--- config.mk ---
export PLATFORM = sky130hd
export DESIGN_NAME = sau_mul
export DESIGN_NICKNAME = d
export VERILOG_FILES = /design/src/hdl/sau_pkg.sv /design/src/hdl/sau_mul.sv
export SDC_FILE = /design/constraint.sdc
export NUM_CORES = 1
export LEC_CHECK = 0
export ABC_AREA = 0
export BUFFER_PORTS_ARGS = -buffer_cell sky130_fd_sc_hd__buf_4
export CORE_MARGIN = 5
export CORE_UTILIZATION = 45
export DETAILED_ROUTE_END_ITERATION = 8
export GPL_TIMING_DRIVEN = 0
export PLACE_DENSITY = 0.7
export SYNTH_ARGS = -nofsm -noshare
export SYNTH_HDL_FRONTEND = slang
export SYNTH_SLANG_ARGS = --single-unit
--- constraint.sdc ---
create_clock -name clock -period 3.1 [get_ports clock]
set_input_delay 0.31 -clock clock [delete_from_list [all_inputs] [get_ports clock]]
set_output_delay 0.31 -clock clock [all_outputs]
set_load 0.01 [all_outputs]
--- src/hdl/sau_pkg.sv ---
// Shared types, constants and helpers for the SGD/Adam parameter update block.
`default_nettype none
package sau_pkg;

   localparam int MAX_ELEMENTS_DEF = 4096;

   // Field widths
   localparam int DATA_W    = 32;
   localparam int INDEX_W   = 12;
   localparam int FRAC_W    = 24;
   localparam int POW_W     = 25;
   localparam int MOM2_W    = 48;
   localparam int CSR_IDX_W = 3;

   // Configuration register indexes
   localparam logic [CSR_IDX_W-1:0] CSR_MODE  = 3'd0;
   localparam logic [CSR_IDX_W-1:0] CSR_LR    = 3'd1;
   localparam logic [CSR_IDX_W-1:0] CSR_BETA1 = 3'd2;
   localparam logic [CSR_IDX_W-1:0] CSR_BETA2 = 3'd3;
   localparam logic [CSR_IDX_W-1:0] CSR_EPS   = 3'd4;
   localparam logic [CSR_IDX_W-1:0] CSR_DECAY = 3'd5;

   // Register reset values
   localparam logic [23:0] LR_RST    = 24'd16777;
   localparam logic [23:0] BETA1_RST = 24'd15099494;
   localparam logic [23:0] BETA2_RST = 24'd16760439;
   localparam logic [31:0] EPS_RST   = 32'd43;
   localparam logic [23:0] DECAY_RST = 24'd0;

   localparam logic [POW_W-1:0] POW_ONE = 25'd16777216;

   // Bit-serial multiplier: 48 x 32 unsigned, one multiplier bit per cycle
   localparam int MUL_A_W     = 48;
   localparam int MUL_B_W     = 32;
   localparam int MUL_P_W     = MUL_A_W + MUL_B_W;
   localparam int MUL_CNT_W   = 6;
   localparam logic [MUL_CNT_W-1:0] MUL_STEPS = 6'd32;

   // Restoring divider: one quotient bit per cycle
   localparam int DIV_R_W   = 49;
   localparam int DIV_N_W   = 72;
   localparam int DIV_CNT_W = 7;
   localparam logic [DIV_CNT_W-1:0] DIV_STEPS_FULL = 7'd72;
   localparam logic [DIV_CNT_W-1:0] DIV_STEPS_FRAC = 7'd24;

   typedef struct packed {
      logic               start;
      logic [MUL_A_W-1:0] a;
      logic [MUL_B_W-1:0] b;
   } mul_req_type;

   typedef struct packed {
      logic                 start;
      logic [DIV_R_W-1:0]   rem_init;
      logic [DIV_N_W-1:0]   dividend;
      logic [DIV_R_W-1:0]   divisor;
      logic [DIV_CNT_W-1:0] steps;
   } div_req_type;

   function automatic logic [31:0] abs32(input logic signed [31:0] x);
      return x[31] ? 32'(-x) : 32'(x);
   endfunction

   function automatic logic [31:0] sat32(input logic signed [33:0] x);
      if (x > 34'sd2147483647) begin
         return 32'h7FFF_FFFF;
      end else if (x < -34'sd2147483648) begin
         return 32'h8000_0000;
      end
      return x[31:0];
   endfunction

   function automatic logic sat32_hit(input logic signed [33:0] x);
      return (x > 34'sd2147483647) || (x < -34'sd2147483648);
   endfunction

endpackage
`default_nettype wire

--- src/hdl/sau_mul.sv ---
// Bit-serial shift-add multiplier, one multiplier bit per cycle.
`default_nettype none
module sau_mul (
   input  wire logic                          clock,
   input  wire logic                          reset,
   input  wire sau_pkg::mul_req_type          req,
   output logic                               done,
   output logic [sau_pkg::MUL_P_W-1:0]        prod
);
   import sau_pkg::*;

   logic [MUL_A_W-1:0]   a_ff;
   logic [MUL_A_W-1:0]   hi_ff;
   logic [MUL_B_W-1:0]   lo_ff;
   logic [MUL_CNT_W-1:0] cnt_ff;
   logic                 busy_ff;
   logic                 done_ff;
   logic [MUL_A_W:0]     sum;

   // add the multiplicand when the low multiplier bit is set
   assign sum = {1'b0, hi_ff} + (lo_ff[0] ? {1'b0, a_ff} : '0);

   always_ff @(posedge clock) begin
      if (reset) begin
         busy_ff <= 1'b0;
         done_ff <= 1'b0;
         cnt_ff  <= '0;
      end else begin
         done_ff <= 1'b0;
         if (req.start) begin
            busy_ff <= 1'b1;
            cnt_ff  <= MUL_STEPS;
         end else if (busy_ff) begin
            cnt_ff <= cnt_ff - 1'b1;
            if (cnt_ff == MUL_CNT_W'(1)) begin
               busy_ff <= 1'b0;
               done_ff <= 1'b1;
            end
         end
      end
   end

   always_ff @(posedge clock) begin
      if (req.start) begin
         a_ff  <= req.a;
         hi_ff <= '0;
         lo_ff <= req.b;
      end else if (busy_ff) begin
         hi_ff <= sum[MUL_A_W:1];
         lo_ff <= {sum[0], lo_ff[MUL_B_W-1:1]};
      end
   end

   assign done = done_ff;
   assign prod = {hi_ff, lo_ff};

endmodule
`default_nettype wire

# Word level (Yosys, flattened, before mapping)
# Index checks and enable logic that the tools add are counted.
# word_totals
register_bits	136
mem_bits_rw	0
latchBits	0
inputBits	83
mem_count	0
mem_bits_ro	0
out_inout_bits	81
# op_classes
div	0
add_sub_neg	2
n_lt_le_gt_ge	0
shift	0
eq_ne	1
n_bitwise	1
reduce_logical	3
n_mul	0
muxes	9
# op_table
op	n
$mux W32	2
$add A48 B48 Y49	1
$mux W48	1
$mux W6	2
$eq A6 B1 Y1 const B	1
$sub A6 B1 Y6 const B	1
$mux W1	4
$reduce_or A3 Y1	1
$reduce_bool A2 Y1	1
$reduce_or A2 Y1	1
$not A1 Y1	1

# Depth between registers and ports, before layout
# logic_depth
ltp_word	4
depth_mapped	14
depth_no_buf	12

# Worst setup path after synthesis
# OpenSTA, ideal clock, no wires.
# synth_timing
path_kind	reg-to-reg
start	reg lo_ff[0]
end	reg hi_ff[37]
period_less_slack_ps	3284
setup_time_ps	117
setup_slack_ps	-184
path_stages_with_launch	15
path_buffers	2
arrival_ps	3168
required_ps	2983
path_cell_list	edfxtp_1 -> clkbuf_1 -> clkbuf_1 -> and2_1 -> ha_1 -> fa_1 -> a21o_1 -> a21oi_1 -> o21a_1 -> a21oi_1 -> a21oi_2 -> o211ai_1 -> a31o_2 -> xor2_1 -> a22o_1
# synth_between
elab_chain_len	2
# synth_lines
element	line	source
start: declaration	sau_mul.sv:14	logic [MUL_B_W-1:0] lo_ff;
start signal: assignment	sau_mul.sv:47	lo_ff <= req.b;
start signal: assignment	sau_mul.sv:50	lo_ff <= {sum[0], lo_ff[MUL_B_W-1:1]};
$mux W48	sau_mul.sv:21	assign sum = {1'b0, hi_ff} + (lo_ff[0] ? {1'b0, a_ff} : '0);
$add A48 B48 Y49	sau_mul.sv:21	
end signal: assignment	sau_mul.sv:49	hi_ff <= sum[MUL_A_W:1];
end: declaration	sau_mul.sv:13	logic [MUL_A_W-1:0] hi_ff;
# Every way passes these cells.
# A chain may end at the register's enable or synchronous reset.

# Worst setup path after layout
# layout_timing
start	reg lo_ff[0]
end	reg hi_ff[40]
# The elaborated chain is that of the path after synthesis.

==> results.ini <==
[routing]
drtIter0Drc=427
dr.pass1.iters=5
vias=6782
post-route-drc-count=0
ant_nets=0
wirelength_um=22200
viasPerCell=5.47
post_drt_wl_per_cell_um=17.9

[sta]
max_freq_mhz=301
fin_ws_ns=-0.226
setup_viol=13
finalCritPeriodShare_pct=107
relSlewSlack_pct=16.4
finalMaxSlewViolations=0
grt_setup_unrepaired=yes
hold_viol_final=0
min_period_ns=3.33
final.setup.tns_ns=-1.21
tightest_slew_ns=1.25
fin_worst_skew_ns=0.0137

[critical_path]
crit_required_ns=3.45
cp_max_fo=8
end_kind=flip-flop
critical_path_arrival_ns=3.68
crit_type=reg2reg
worst_setup_path_start_kind=flip-flop

[placement]
placed_cell_area_mm2=0.00951
dp_hpwl_um=15200
port-buffer-count=163
finalWeightedCongestion=0.893

[die]
ios=164
die_w_um=143
core_mm2=0.0174
start_util_pct=46.1
die-area_mm2=0.0205
row_count=48
die_h_um=143

[synthesis]
synth_cell_types=73
synthMuxAreaShare_pct=6.90
synthXorXnorAreaFrac_pct=5.04
yosys_warnings=0
ys_seq_elements=136
synth_cells=786
synthArstFlopShare_pct=0
synth_area_per_cell_um2=10.2
synth-edff-count=80
synth-main-ff-cell=edfxtp_1
synth-simple-area-share_pct=14.2
synth_top_family_by_area=compound AO/OA/AOI/OAI gates
synth_compound_area_share_pct=17.0
synth_adder_area_share_pct=8.07
netlist_area_mm2=0.00800
synth_seq_area_share_pct=44.0
synthesis.nets=920

[finish]
drive_gt1_share_pct=38.1
nets=1135
antenna_cells=0
layout_common_cells=203 x buf_4, 80 x edfxtp_1, 64 x nor2_1
fillerInstances=1383
layout.cells.most_common=buf_4
design_area_mm2=0.0111
area_growth_pct=38.8

[global_routing]
grt_max_degree=50
antenna_found_initial=0
grt_pass1_wl_um=33500
grt_overflow_total=0
grt_pass1_vias=6695
grt_usage_pct=20.7

[cts]
htree_levels=4
cts.sinks=136
cts_buffers=17
root_buffer=clkbuf_16
clock_latency_ns=0.44
cts_tree=done
clk_pin_slew_worst_paths_ns=0.07
clock_path_buffers=2

[hold_path]
hold_class=in2reg

[pwr]
vdd.ir_drop.worst_uv=409
powerDensity_mw_per_mm2=523
power_uw=5800
p_leak_uw=0.00478

[outcome]
violations=setup timing
status=complete, but fails checks

[flow_run]
maxCapViolCount=0

-- synth_stat cells (3+ instances only) --
cell type / count / share of area [%]
o21ai_0: 37 / 2.3
nor2b_1: 3 / 0.23
o21bai_1: 8 / 0.75
o21ai_1: 3 / 0.19
nor3_1: 7 / 0.44
o21a_1: 4 / 0.38
xnor2_1: 27 / 3.0
a211oi_1: 7 / 0.66
and2_1: 48 / 3.8
a31o_2: 3 / 0.33
a21oi_1: 63 / 3.9
nand2_1: 52 / 2.4
ha_1: 50 / 7.8
mux2i_1: 18 / 2.3
nand2b_1: 3 / 0.23
clkbuf_1: 28 / 1.3
nor2_1: 66 / 3.1
dfxtp_1: 56 / 14
edfxtp_1: 80 / 30
buf_1: 3 / 0.14
o211ai_1: 4 / 0.38
clkbuf_8: 5 / 0.86
nand4_1: 21 / 1.6
buf_6: 3 / 0.42
a21boi_0: 4 / 0.38
or3_1: 5 / 0.39
and3_1: 3 / 0.23
xor2_1: 19 / 2.1
a31oi_1: 7 / 0.55
a221o_1: 3 / 0.38
a21o_1: 35 / 3.3
inv_1: 16 / 0.75
buf_4: 5 / 0.47
mux2_2: 33 / 4.6
nand3_1: 9 / 0.56
-- critical path: stages (launching register included) --
cell	delay (ns)
edfxtp_1	0.46
buf_6	0.16
buf_8	0.12
and2_4	0.14
ha_4	0.25
buf_6	0.12
nand2_1	0.07
nand2_2	0.07
nand4_1	0.17
or4_4	0.59
o311ai_4	0.37
o21ai_2	0.14
buf_4	0.16
xor2_2	0.18
a211oi_2	0.22
-- sequential cells by signal (all words and copies together) (netlist names) --
register  count
a_ff         48
lo_ff        32
cnt_ff        6
hi_ff        48
busy_ff       1
done          1
-- power by group --
part           internal, uW  switching, uW  leakage, uW
clock network          1370            850     0.000309
logic                   701            695      0.00322
registers              2090           99.9      0.00125
total                  4160           1650      0.00478
-- per-layer routing --
| metal | vias to the layer above | part of all wire (%) | track usage, % |
|---|---|---|---|
| li1 | 3280 | - | - |
| met1 | 3245 | 43 | 26.6 |
| met2 | 213 | 49 | 34.2 |
| met3 | 44 | 5.4 | 5.06 |
| met4 | 0 | 2.2 | 6.94 |
| met5 | - | 0 | 0 |
-- cell type report --
type / count / area, um^2 / area share, %
clock inverters: 14 / 209 / 1.88
inverters: 17 / 63.8 / 0.575
flip-flops and latches: 136 / 3520 / 31.7
multi-input cells: 583 / 4650 / 41.9
repair buffers: 207 / 1590 / 14.3
well taps: 225 / 282 / 2.54
plain buffers: 39 / 348 / 3.13
clock buffers: 18 / 429 / 3.87
-- through the flow --
stage	cells	setup WS, ns	hold slack, ns	utilization [%]
final	1239	-0.226	0.0460	64.0
after global routing	1239	-0.320	0.0330	64.0
after CTS	1222	-0.174	0.0358	61.7
after detailed placement	1174	-0.684	0.473	54.8
after global placement	1174	-0.679	0.462	54.8
after floorplan	786	0.0195	0.382	-
-- kinds of logic after synthesis --
kind of cell	Yosys count
AOI/OAI and AO/OA	206
xor gates and xnor gates	46
adders and majority gates	51
buffers and inverters	67
DFF	136
muxes	51
and+or+nand+nor	229
-- repair_timing --
item                       4_1_cts  5_1_grt
setup endpoints to repair       30       26
hold buffers                     0        0
gates cloned                     0        0
pin swaps                       31       39
resized for setup               83       57
buffers inserted                22       24
-- final timing paths --
path,end,startpoint,slack (ns),cells past startpoint
hold reg to reg,hi_ff[25]$_SDFFE_PP0P_,hi_ff[25]$_SDFFE_PP0P_,0.47,2
setup reg to reg,hi_ff[40]$_SDFFE_PP0P_,lo_ff[0]$_DFFE_PP_,-0.23,14
hold / removal,a_ff[44]$_DFFE_PP_,req[76],0.05,1
setup / recovery,hi_ff[40]$_SDFFE_PP0P_,lo_ff[0]$_DFFE_PP_,-0.23,14
(Power assumes the default switching activity.)
