===== src/hdl/sau_pkg.sv =====
// Shared types, constants and helpers for the SGD/Adam parameter update block.
`default_nettype none
package sau_pkg;

   localparam int MAX_ELEMENTS_DEF = 4096;

   // Field widths
   localparam int DATA_W    = 32;
   localparam int INDEX_W   = 12;
   localparam int FRAC_W    = 24;
   localparam int POW_W     = 25;
   localparam int MOM2_W    = 48;
   localparam int CSR_IDX_W = 3;

   // Configuration register indexes
   localparam logic [CSR_IDX_W-1:0] CSR_MODE  = 3'd0;
   localparam logic [CSR_IDX_W-1:0] CSR_LR    = 3'd1;
   localparam logic [CSR_IDX_W-1:0] CSR_BETA1 = 3'd2;
   localparam logic [CSR_IDX_W-1:0] CSR_BETA2 = 3'd3;
   localparam logic [CSR_IDX_W-1:0] CSR_EPS   = 3'd4;
   localparam logic [CSR_IDX_W-1:0] CSR_DECAY = 3'd5;

   // Register reset values
   localparam logic [23:0] LR_RST    = 24'd16777;
   localparam logic [23:0] BETA1_RST = 24'd15099494;
   localparam logic [23:0] BETA2_RST = 24'd16760439;
   localparam logic [31:0] EPS_RST   = 32'd43;
   localparam logic [23:0] DECAY_RST = 24'd0;

   localparam logic [POW_W-1:0] POW_ONE = 25'd16777216;

   // Bit-serial multiplier: 48 x 32 unsigned, one multiplier bit per cycle
   localparam int MUL_A_W     = 48;
   localparam int MUL_B_W     = 32;
   localparam int MUL_P_W     = MUL_A_W + MUL_B_W;
   localparam int MUL_CNT_W   = 6;
   localparam logic [MUL_CNT_W-1:0] MUL_STEPS = 6'd32;

   // Restoring divider: one quotient bit per cycle
   localparam int DIV_R_W   = 49;
   localparam int DIV_N_W   = 72;
   localparam int DIV_CNT_W = 7;
   localparam logic [DIV_CNT_W-1:0] DIV_STEPS_FULL = 7'd72;
   localparam logic [DIV_CNT_W-1:0] DIV_STEPS_FRAC = 7'd24;

   typedef struct packed {
      logic               start;
      logic [MUL_A_W-1:0] a;
      logic [MUL_B_W-1:0] b;
   } mul_req_type;

   typedef struct packed {
      logic                 start;
      logic [DIV_R_W-1:0]   rem_init;
      logic [DIV_N_W-1:0]   dividend;
      logic [DIV_R_W-1:0]   divisor;
      logic [DIV_CNT_W-1:0] steps;
   } div_req_type;

   function automatic logic [31:0] abs32(input logic signed [31:0] x);
      return x[31] ? 32'(-x) : 32'(x);
   endfunction

   function automatic logic [31:0] sat32(input logic signed [33:0] x);
      if (x > 34'sd2147483647) begin
         return 32'h7FFF_FFFF;
      end else if (x < -34'sd2147483648) begin
         return 32'h8000_0000;
      end
      return x[31:0];
   endfunction

   function automatic logic sat32_hit(input logic signed [33:0] x);
      return (x > 34'sd2147483647) || (x < -34'sd2147483648);
   endfunction

endpackage
`default_nettype wire


===== src/hdl/sau_div.sv =====
// Restoring divider, one quotient bit per cycle, with a preset partial remainder.
`default_nettype none
module sau_div (
   input  wire logic                          clock,
   input  wire logic                          reset,
   input  wire sau_pkg::div_req_type          req,
   output logic                               done,
   output logic [sau_pkg::DIV_N_W-1:0]        quot
);
   import sau_pkg::*;

   logic [DIV_R_W-1:0]   rem_ff;
   logic [DIV_R_W-1:0]   dvs_ff;
   logic [DIV_N_W-1:0]   dvd_ff;
   logic [DIV_CNT_W-1:0] cnt_ff;
   logic                 busy_ff;
   logic                 done_ff;
   logic [DIV_R_W:0]     rem_sh;
   logic                 fits;

   assign rem_sh = {rem_ff, dvd_ff[DIV_N_W-1]};
   assign fits   = rem_sh >= {1'b0, dvs_ff};

   always_ff @(posedge clock) begin
      if (reset) begin
         busy_ff <= 1'b0;
         done_ff <= 1'b0;
         cnt_ff  <= '0;
      end else begin
         done_ff <= 1'b0;
         if (req.start) begin
            busy_ff <= 1'b1;
            cnt_ff  <= req.steps;
         end else if (busy_ff) begin
            cnt_ff <= cnt_ff - 1'b1;
            if (cnt_ff == DIV_CNT_W'(1)) begin
               busy_ff <= 1'b0;
               done_ff <= 1'b1;
            end
         end
      end
   end

   // quotient bits enter at the bottom as dividend bits leave at the top
   always_ff @(posedge clock) begin
      if (req.start) begin
         rem_ff <= req.rem_init;
         dvs_ff <= req.divisor;
         dvd_ff <= req.dividend;
      end else if (busy_ff) begin
         rem_ff <= fits ? DIV_R_W'(rem_sh - {1'b0, dvs_ff}) : DIV_R_W'(rem_sh);
         dvd_ff <= {dvd_ff[DIV_N_W-2:0], fits};
      end
   end

   assign done = done_ff;
   assign quot = dvd_ff;

endmodule
`default_nettype wire


===== config.mk =====
export PLATFORM = sky130hd
export DESIGN_NAME = sau_div
export DESIGN_NICKNAME = d
export VERILOG_FILES = /design/src/hdl/sau_pkg.sv /design/src/hdl/sau_div.sv
export SDC_FILE = /design/constraint.sdc
export NUM_CORES = 1
export LEC_CHECK = 0
export BUFFER_PORTS_ARGS = -buffer_cell sky130_fd_sc_hd__buf_2
export CORE_MARGIN = 10
export CORE_UTILIZATION = 49
export DETAILED_ROUTE_END_ITERATION = 8
export PLACE_DENSITY_LB_ADDON = 0.05
export SLEW_MARGIN = 5
export SYNTH_ARGS = -nofsm -noshare
export SYNTH_HDL_FRONTEND = slang
export SYNTH_SLANG_ARGS = --single-unit

===== constraint.sdc =====
create_clock -name clock -period 4.1 [get_ports clock]
set_input_delay 0.41 -clock clock [delete_from_list [all_inputs] [get_ports clock]]
set_output_delay 0.41 -clock clock [all_outputs]
set_load 0.02 [all_outputs]

---- Yosys cells after proc, flatten, opt, wreduce, memory -nomap -nowiden ----
Index checks and enable logic that the tools add are counted.
word-level totals
  register bits after elaboration ......... 179
  bits in latches ......................... 0
  RAM bits ................................ 0
  bits in read-only memories .............. 0
  input bits .............................. 180
  memories kept ........................... 0
operators by class
  $add $sub $neg .......................... 2
  $mul .................................... 0
  div/mod/pow operators ................... 0
  order comparisons ....................... 1
  equal/unequal tests ..................... 1
  shift operators ......................... 0
  mux-type cells .......................... 11
  bitwise operators ....................... 1
  reductions and logical operators ........ 2
operator list
  operator                                                             number
  49-bit 2-to-1 mux                                                    3
  72-bit 2-to-1 mux                                                    2
  50-bit by 49-bit greater-or-equal comparator with 1-bit output       1
  49-bit subtractor                                                    1
  7-bit 2-to-1 mux                                                     2
  7-bit by 1-bit == test with 1-bit output (second input constant)     1
  7-bit by 1-bit subtractor with 7-bit output (second input constant)  1
  1-bit 2-to-1 mux                                                     4
  3-bit OR reduction                                                   1
  2-bit nonzero test                                                   1
  1-bit NOT                                                            1

---- Logic depth before layout (Yosys ltp) ----
Gate-level depths: netlist (run 1).
  depth in word-level cells ............... 4
  depth in mapped cells ................... 15
  gate-level depth less buffers ........... 13

---- Worst setup path before layout (run 1) ----
Ideal clock, no wire load.
  kind .................................... input to register
  from .................................... in req[177] (netlist name)
  to ...................................... reg dvd_ff[0], in the netlist quot[0] (enable)
  library setup time ...................... 474 ps
  data arrival time ....................... 3645 ps
  data required time ...................... 3626 ps
  slack ................................... -19 ps
  stages .................................. 5
  path buffers ............................ 3
  cell sequence ........................... clkbuf_1 > clkbuf_1 > buf_1 > nor2_1 > inv_1
between the ends
  word-level cells in the longest chain between the ends .. 1
RTL lines
  item                          RTL line       RTL
  start, declared               sau_div.sv:6   input wire sau_pkg::div_req_type req,
  2-bit nonzero test (no line)  n/a
  end signal, assigned          sau_div.sv:49  dvd_ff <= req.dividend;
  end signal, assigned          sau_div.sv:52  dvd_ff <= {dvd_ff[DIV_N_W-2:0], fits};
  end, declared                 sau_div.sv:14  logic [DIV_N_W-1:0] dvd_ff;
Every way passes these cells.
A chain may end at the register's enable or synchronous reset.

---- Final worst setup path (run 1) ----
  from .................................... reg dvd_ff[71], in the netlist quot[71]
  to ...................................... reg rem_ff[0], data pin
between the ends
  word-level cells in the longest chain between the ends .. 4
RTL lines
  item                                                                                                        RTL line                      RTL
  49-bit subtractor / 50-bit by 49-bit greater-or-equal comparator with 1-bit output (equally long branches)  sau_div.sv:51, sau_div.sv:22
  49-bit 2-to-1 mux *                                                                                         sau_div.sv:51                 rem_ff <= fits ? DIV_R_W'(rem_sh - {1'b0, dvs_ff}) : DIV_R_W'(rem_sh);
  49-bit 2-to-1 mux *                                                                                         sau_div.sv:50                 end else if (busy_ff) begin
  49-bit 2-to-1 mux *                                                                                         sau_div.sv:46                 if (req.start) begin
  end signal, assigned                                                                                        sau_div.sv:47                 rem_ff <= req.rem_init;
  end signal, assigned                                                                                        sau_div.sv:51
  end, declared                                                                                               sau_div.sv:12                 logic [DIV_R_W-1:0] rem_ff;
Mark *: on every way between the ends. The rest lies on a longest branch, timed or not. The select of a mux whose other input is x is not followed.

==> key figures, run 1 <==
Run status
  • Status: finished, final reports clean

CTS
  • Root buffer cell: clkbuf_16
  • Sinks on the clock net: 179
  • Clock Latency Late Sink: 0.44 ns
  • H-tree depth: 4
  • CTS resizes: 0
  • Hold_buf cts: 0
  • Clock buffer depth: 2
  • Setup Fix Bufs, Post-CTS: 0
  • CTS Buf Count: 17
  • Clock Pin Slew Worst Setup and Hold Paths: roughly 0.07 ns
  • CTS tree: done

Yosys
  • Post-synth top area share: 48.4%
  • Top cells by area, synth: edfxtp_1 48%, mux2_2 7.8%, ha_1 6.0%
  • Yosys top cell by area: edfxtp_1
  • Post-synth net total: 1,223
  • XOR/XNOR share of the synthesized area: 3.65%
  • Compound-Gate Fraction of Synth Area: 14.7%
  • Sequential area share after synthesis: 50.1%
  • Post-synthesis mux area share: around 8%
  • Mean Syn Cell Area: 10.6 sq um
  • Synth Area in Simple Gates: 12.7%
  • FF+latch count, synth: roughly 180
  • Adder-Cell Fraction of Synth Area: 6.24%
  • Syn. warnings: 0
  • EDFF count, synth: 170
  • Primary FF master, synth: edfxtp_1
  • Mapped Cells: 991
  • Main combinational cell family by area after synthesis: compound AO/OA/AOI/OAI gates
  • Post-synth ARST share: 0%
  • Cell area after synthesis: 10,500 sq um
  • Synth cell types: 63

Flow run
  • Max Cap Viol: 0

Pwr
  • Clock power share: between 20% and 30%
  • Part of the power in registers: 35.4%
  • Sw frac: about two fifths
  • Power Density: roughly 570 nW/um^2
  • Maximum VDD drop: 0.000326 V
  • PnR Total Power: approximately 7.2 mW
  • Net Switching: between 2 and 3 mW
  • Comb pwr share: 42.4%
  • Static Leak: 5.35 nW
  • Internal power: between 4 and 5 mW

Timing
  • Final min period: 3.44 ns
  • RSZ-0062 raised after global routing: no
  • Max Freq: 0.290 GHz
  • Pins Over Slew Limit: 0
  • Final setup viols: 0
  • Tcrit/Tclk final: 84.0%
  • Hold Vio Cnt, Final: 0
  • Worst-margin pin slew: 0.890 ns
  • Setup TNS: 0 ns
  • Max transition margin: 40.6%
  • Clock Skews: ~0.017 ns

GRT
  • Total GRT Usage: about a fifth
  • Vias in the first global route: ~9k
  • Largest net degree at the start of global routing: between 70 and 80
  • Number of antenna violations at the first check in global routing: 13
  • Overflow after GRT: 0
  • First-pass GRT wire length: 46,700 um

Floorplanning
  • Core area: 21,100 sq um
  • Die X: between 150 and 200 um
  • Starting Density: 50.0%
  • Die height: between 150 and 200 um
  • FP Rows: between 50 and 60
  • Die area: between 20,000 and 30,000 sq um
  • I/O pin total: 253

Hold path
  • Worst hold path depth: 1
  • Hold Crit Class: input pin to flip-flop

Setup path
  • Crit-path cells: inv_1 > ha_1 > inv_1 > fa_1 > a21oi_2 > o221ai_2 > a31oi_1 > o31ai_4 > a31oi_2 > nand3_2 > nand2_2 > buf_12 > mux2i_1 > mux2_2
  • Critical setup path kind: flip-flop to flip-flop
  • CP required: ~4.3 ns
  • Top fanout value on the critical path: 50
  • R2R depth: 14
  • Startpoint type of the worst setup path: flip-flop
  • CP arrival: 3.62 ns
  • CP Capture Type: flip-flop
  • Max incr delay on CP: 0.43 ns
  • CP max stage cell: fa_1
  • Most common cell on crit path: inv_1

Cells and area
  • # fillers: 1,861
  • Multi-input gate area: 4790 sq um
  • Finished Layout Cells: between 1.5k and 2k
  • Layout cell share with drive strength beyond 1: 31.3%
  • Syn-to-layout area delta: 19.4%
  • Commonest non-fill, non-tap cells in the layout: 251 x buf_2, 170 x edfxtp_1, 120 x nand2_1, 77 x nor2_1, 77 x a21oi_1
  • Most common cell after layout, fill and taps aside: buf_2
  • Nets: 1,453
  • Register area: roughly 5300 sq um

Route
  • Antenna Nets Post-Route: 0
  • Vias: 8,334
  • Routed WL: roughly 30,000 um
  • Routed length per instance: 19.3 um
  • DR iter-0 viols: 532
  • DRC: 0
  • DRT Pass-1 Iters: 5
  • Vias/cell: 5.50

Placed design
  • Port-buffer cells: 252
  • GP Congestion: 0.931
  • HPWL after detailed placement: 22,000 um
  • Cell count after placement: 1,477
==> path summary, 6_finish.rpt <==
kind	start	end	slack [ns]
setup / recovery	quot[71]	rem_ff[0]	0.66
hold / removal	req[49]	dvs_ff[42]	0.14
setup reg to reg	quot[71]	rem_ff[0]	0.66
hold reg to reg	cnt_ff[6]	busy_ff	0.57
==> synth_stat cells, drive strengths merged, types with 5 or more instances <==
cell type,number
a211oi,10
a21o,25
a21oi,81
a221o,6
a2bb2oi,10
a31oi,33
and2,6
and3,9
buf,25
clkbuf,25
dfxtp,9
edfxtp,170
ha,51
inv,60
mux2,73
nand2,121
nand3,24
nand4,12
nor2,77
nor3,15
nor4,6
o21ai,36
o21bai,6
o31ai,5
or3,9
xnor2,27
xor2,17
==> through the flow <==
stage	instance area, sq um	setup WS, ns	hold slack [ns]	util, %
floorplan	10600	0.688	0.509	-
global placement	12000	0.802	0.537	57.0
detailed placement	12000	0.707	0.549	57.0
CTS	12600	0.670	0.131	59.7
global route	12600	0.465	0.130	59.7
finish	12600	0.656	0.144	59.7
==> power by group through the flow <==
| stage | sequential (mW) | clock [mW] | combinational [mW] |
|---|---|---|---|
| after global routing | 2.59 | 1.70 | 3.40 |
| final | 2.55 | 1.61 | 3.06 |
| after floorplan | 2.65 | 0 | 2.25 |
| after global placement | 2.58 | 0 | 3.04 |
| after CTS | 2.55 | 1.64 | 3.07 |
| after detailed placement | 2.58 | 0 | 3.06 |
==> sequential cells by signal (all words and copies together) (netlist names) <==
register,cells
busy_ff,1
cnt_ff,7
done,1
dvs_ff,49
quot,72
rem_ff,49
==> routing by layer <==
metal,vias to the layer above,GRT usage [%],routed length (um)
met5,-,0,87
met4,14,5.27,379
met3,38,8.94,2780
met2,273,32.7,13500
met1,3895,25.0,12500
li1,4114,-,-
==> cell families (layout without fill, tap and decap cells) <==
| family | Yosys count | after routing |
|---|---|---|
| AOI/OAI and AO/OA | 235 | 235 |
| and+or+nand+nor | 295 | 295 |
| DFF | 179 | 179 |
| xor gates and xnor gates | 44 | 44 |
| muxes | 76 | 76 |
| buffers and inverters | 110 | 353 |
| adders and majority gates | 52 | 52 |
| other | 0 | 6 |
==> critical path: cells and delay by family, from the launching register on <==
family,cells,cell delay (ns)
AO/OA/AOI/OAI,5,1.15
adder cells (fa/ha/maj),2,0.60
flip-flops,1,0.38
buffers and inverters,3,0.38
multiplexers,2,0.37
AND/OR/NAND/NOR,2,0.26
==> final cells by class <==
cell class	instances	share of cell area (%)
Tap cell	275	2.73
Sequential cell	179	41.9
Timing Repair Buffer	261	10.9
Inverter	60	1.82
Clock buffer	18	3.41
Clock inverter	14	1.10
Multi-Input combinational cell	702	38.0
Antenna cell	6	0.119
No activity file was read; power rests on OpenSTA's default activity.
==> inputs of run 2 (changes only) <==
--- a/config.mk
+++ b/config.mk
@@ -7,7 +7,7 @@
 export LEC_CHECK = 0
 export BUFFER_PORTS_ARGS = -buffer_cell sky130_fd_sc_hd__buf_2
 export CORE_MARGIN = 10
-export CORE_UTILIZATION = 49
+export CORE_UTILIZATION = 55
 export DETAILED_ROUTE_END_ITERATION = 8
 export PLACE_DENSITY_LB_ADDON = 0.05
 export SLEW_MARGIN = 5
==> constraint.sdc (replaced) <==
create_clock -name clock -period 3.59 [get_ports clock]
set_input_delay 0.359 -clock clock [delete_from_list [all_inputs] [get_ports clock]]
set_output_delay 0.359 -clock clock [all_outputs]
set_load 0.02 [all_outputs]
==> run 2 against run 1 <==
  * Power rose by 17%
  * Final cell count fell by 2.4%
  * Sequential power rose by 15%
  * First-iteration DRC count rose by 18%
  * Clock skew fell by 0.0073 ns
  * Critical endpoint unchanged
  * Wire length rose by 0.30%
  * Critical path type unchanged
  * Hold slack got worse by 0.055 ns
  * Register-to-register slack got worse by 0.41 ns
  * Global-route usage rose by 2.8 points
  * Die area fell by 9.6%
  * Critical path depth did not move
==> key figures, run 2 (synthesized netlist as in run 1, its figures left out) <==
Run status
  • Status: finished, final reports clean (unchanged)

GRT
  • Largest net degree at the start of global routing: 76 (was 71)
  • Total GRT Usage: 23.3% (was 20.5%)
  • Number of antenna violations at the first check in global routing: 8 (was 13)
  • First-pass GRT wire length: 46,000 um (was 46,700 um)
  • Vias in the first global route: 8,751 (was 8,742)
  • Overflow after GRT: 0 (unchanged)

Timing
  • Final min period: 3.34 ns (was 3.44 ns)
  • Clock Skews: 0.00954 ns (was 0.0168 ns)
  • Final setup viols: 0 (unchanged)
  • Max transition margin: 33.8% (was 40.6%)
  • Worst-margin pin slew: 0.992 ns (was 0.890 ns)
  • Final WS setup: 0.249 ns (was 0.656 ns)
  • Hold Vio Cnt, Final: 0 (unchanged)
  • RSZ-0062 raised after global routing: no (unchanged)
  • Tcrit/Tclk final: 93.1% (was 84.0%)
  • Setup TNS: 0 ns (unchanged)
  • Pins Over Slew Limit: 0 (unchanged)
  • Max Freq: 0.299 GHz (was 0.290 GHz)

Floorplanning
  • I/O pin total: 253 (unchanged)
  • Core area: 18,800 sq um (was 21,100 sq um)
  • Starting Density: 56.2% (was 50.0%)
  • FP Rows: 50 (was 53)
  • Die area: 25,100 sq um (was 27,800 sq um)
  • Die height: 158 um (was 167 um)
  • Die X: 158 um (was 167 um)

Setup path
  • CP arrival: 3.54 ns (was 3.62 ns)
  • Buf+Inv Stages, Crit Path: 3 (unchanged)
  • Max incr delay on CP: 0.41 ns (was 0.43 ns)
  • Worst Setup SP: quot[71] (unchanged)
  • Top fanout value on the critical path: 11 (was 50)
  • CP max stage cell: fa_1 (unchanged)
  • Startpoint type of the worst setup path: flip-flop (unchanged)
  • Reg-to-Reg End: rem_ff[0] (unchanged)
  • R2R depth: 14 (unchanged)
  • Most common cell on crit path: inv_1 (unchanged)
  • Top cell family by delay on the critical path: compound AO/OA/AOI/OAI gates (unchanged)
  • RR Startpoint: quot[71] (unchanged)
  • Critical setup path kind: flip-flop to flip-flop (unchanged)
  • Crit-path cells: inv_1 > ha_1 > inv_1 > fa_1 > a21oi_2 > o221ai_2 > a31oi_1 > o31ai_4 > a31oi_2 > nand3_2 > nand2_2 > buf_4 > mux2i_1 > mux2_2 (was inv_1 > ha_1 > inv_1 > fa_1 > a21oi_2 > o221ai_2 > a31oi_1 > o31ai_4 > a31oi_2 > nand3_2 > nand2_2 > buf_12 > mux2i_1 > mux2_2)
  • CP Capture Type: flip-flop (unchanged)
  • Worst R2R Setup Slack: 0.25 ns (was 0.66 ns)
  • CP required: 3.79 ns (was 4.28 ns)

Flow run
  • Max Cap Viol: 0 (unchanged)

Route
  • Vias/cell: 5.78 (was 5.50)
  • DR iter-0 viols: 630 (was 532)
  • Routed length per instance: 19.8 um (was 19.3 um)
  • DRC: 0 (unchanged)
  • DRT Pass-1 Iters: 5 (unchanged)
  • Routed WL: 29,300 um (was 29,200 um)
  • Vias: 8,542 (was 8,334)
  • Antenna Nets Post-Route: 0 (unchanged)

Placed design
  • Port-buffer cells: 252 (unchanged)
  • GP Congestion: 0.936 (was 0.931)
  • Pre-CTS setup slack: 0.233 ns (was 0.707 ns)
  • HPWL after detailed placement: 22,100 um (was 22,000 um)

Pwr
  • Static Leak: 5.39 nW (was 5.35 nW)
  • Power Density: 670 nW/um^2 (was 573 nW/um^2)
  • Maximum VDD drop: 0.000363 V (was 0.000326 V)

Cells and area
  • Syn-to-layout area delta: 19.5% (was 19.4%)
  • Nets: 1,458 (was 1,453)
  • Layout cell share with drive strength beyond 1: 31.7% (was 31.3%)
  • # fillers: 1,492 (was 1,861)
  • Commonest non-fill, non-tap cells in the layout: 251 x buf_2, 170 x edfxtp_1, 120 x nand2_1, 77 x nor2_1, 77 x a21oi_1 (unchanged)
  • Max reg flops: 72 (unchanged)
  • Most common cell after layout, fill and taps aside: buf_2 (unchanged)

CTS
  • Sinks on the clock net: 179 (unchanged)
  • H-tree depth: 4 (unchanged)
  • Setup Fix Bufs, Post-CTS: 0 (unchanged)
  • CTS tree: done (unchanged)
  • Clock Latency Late Sink: 0.44 ns (about the same)
  • Clock buffer depth: 2 (unchanged)
  • CTS Buf Count: 17 (unchanged)
  • Clock Pin Slew Worst Setup and Hold Paths: 0.08 ns (was 0.07 ns)
  • Root buffer cell: clkbuf_16 (unchanged)

Hold path
  • Hold Path End: dvs_ff[8] (was dvs_ff[42])
  • Worst Min Path Start: req[15] (was req[49])
  • Worst hold path depth: 1 (unchanged)
  • Hold Crit Class: input pin to flip-flop (unchanged)
run 2: cell count changes in the layout (fill, tap and decap cells not counted):
cell	before	now
buf_12	3	1
bufinv_16	0	1
clkinv_4	3	0
clkbuf_8	0	2
clkinv_2	1	0
clkbuf_1	1	0
inv_8	3	5
buf_4	6	13
a211oi_1	8	7
a211oi_2	2	3
run 2: worst max path at each step:
stage	to	slack, ns	depth (start not counted)
3_5_place_dp	rem_ff[38]	0.23	13
3_3_place_gp	rem_ff[38]	0.35	13
4_1_cts	rem_ff[38]	0.23	13
6_report	rem_ff[0]	0.25	14
2_1_floorplan	quot[0]	0.23	5
5_1_grt	rem_ff[0]	0.008	14
run 2: cell type report:
type	instances	area, sq um	area share, %
Antenna cell	6	15.0	0.119
Inverter	60	229	1.82
Multi-Input combinational cell	702	4790	38.0
Sequential cell	179	5290	41.9
Timing Repair Buffer	266	1390	11.0
Clock inverter	13	160	1.27
Tap cell	234	293	2.32
Clock buffer	19	453	3.59
run 2: what timing repair did:
item,4_1_cts,5_1_grt
setup endpoints to repair,0,1
resized for setup,0,1
hold buffers,0,0
run 2: metal layers:
layer	wire length [um]	part of all wire (%)	global-route usage (%)	vias up
met1	11800	40	27.6	4044
met5	56	0.19	0	-
met4	407	1.4	5.29	8
li1	-	-	-	4127
met2	14000	48	38.6	326
met3	3020	10	9.98	37
run 2: report_power, final:
part	switching (mW)	leakage (nW)	internal [mW]	total (mW)
Clock	0.935	0.296	1.04	1.97
Combinational	2.14	3.33	1.41	3.56
Sequential	0.188	1.76	2.73	2.92
Total	3.27	5.39	5.18	8.45
run 2: stage by stage:
step / std cells / power, mW / instance area [sq um] / hold slack [ns] / utilization (%)
floorplan: 991 / 5.59 / 10600 / 0.458 / -
global placement: 1441 / 6.43 / 12000 / 0.536 / 63.8
detailed placement: 1441 / 6.46 / 12000 / 0.537 / 63.8
CTS: 1473 / 8.44 / 12600 / 0.0755 / 67.1
global route: 1474 / 8.97 / 12600 / 0.0706 / 67.1
finish: 1479 / 8.45 / 12600 / 0.0887 / 67.2
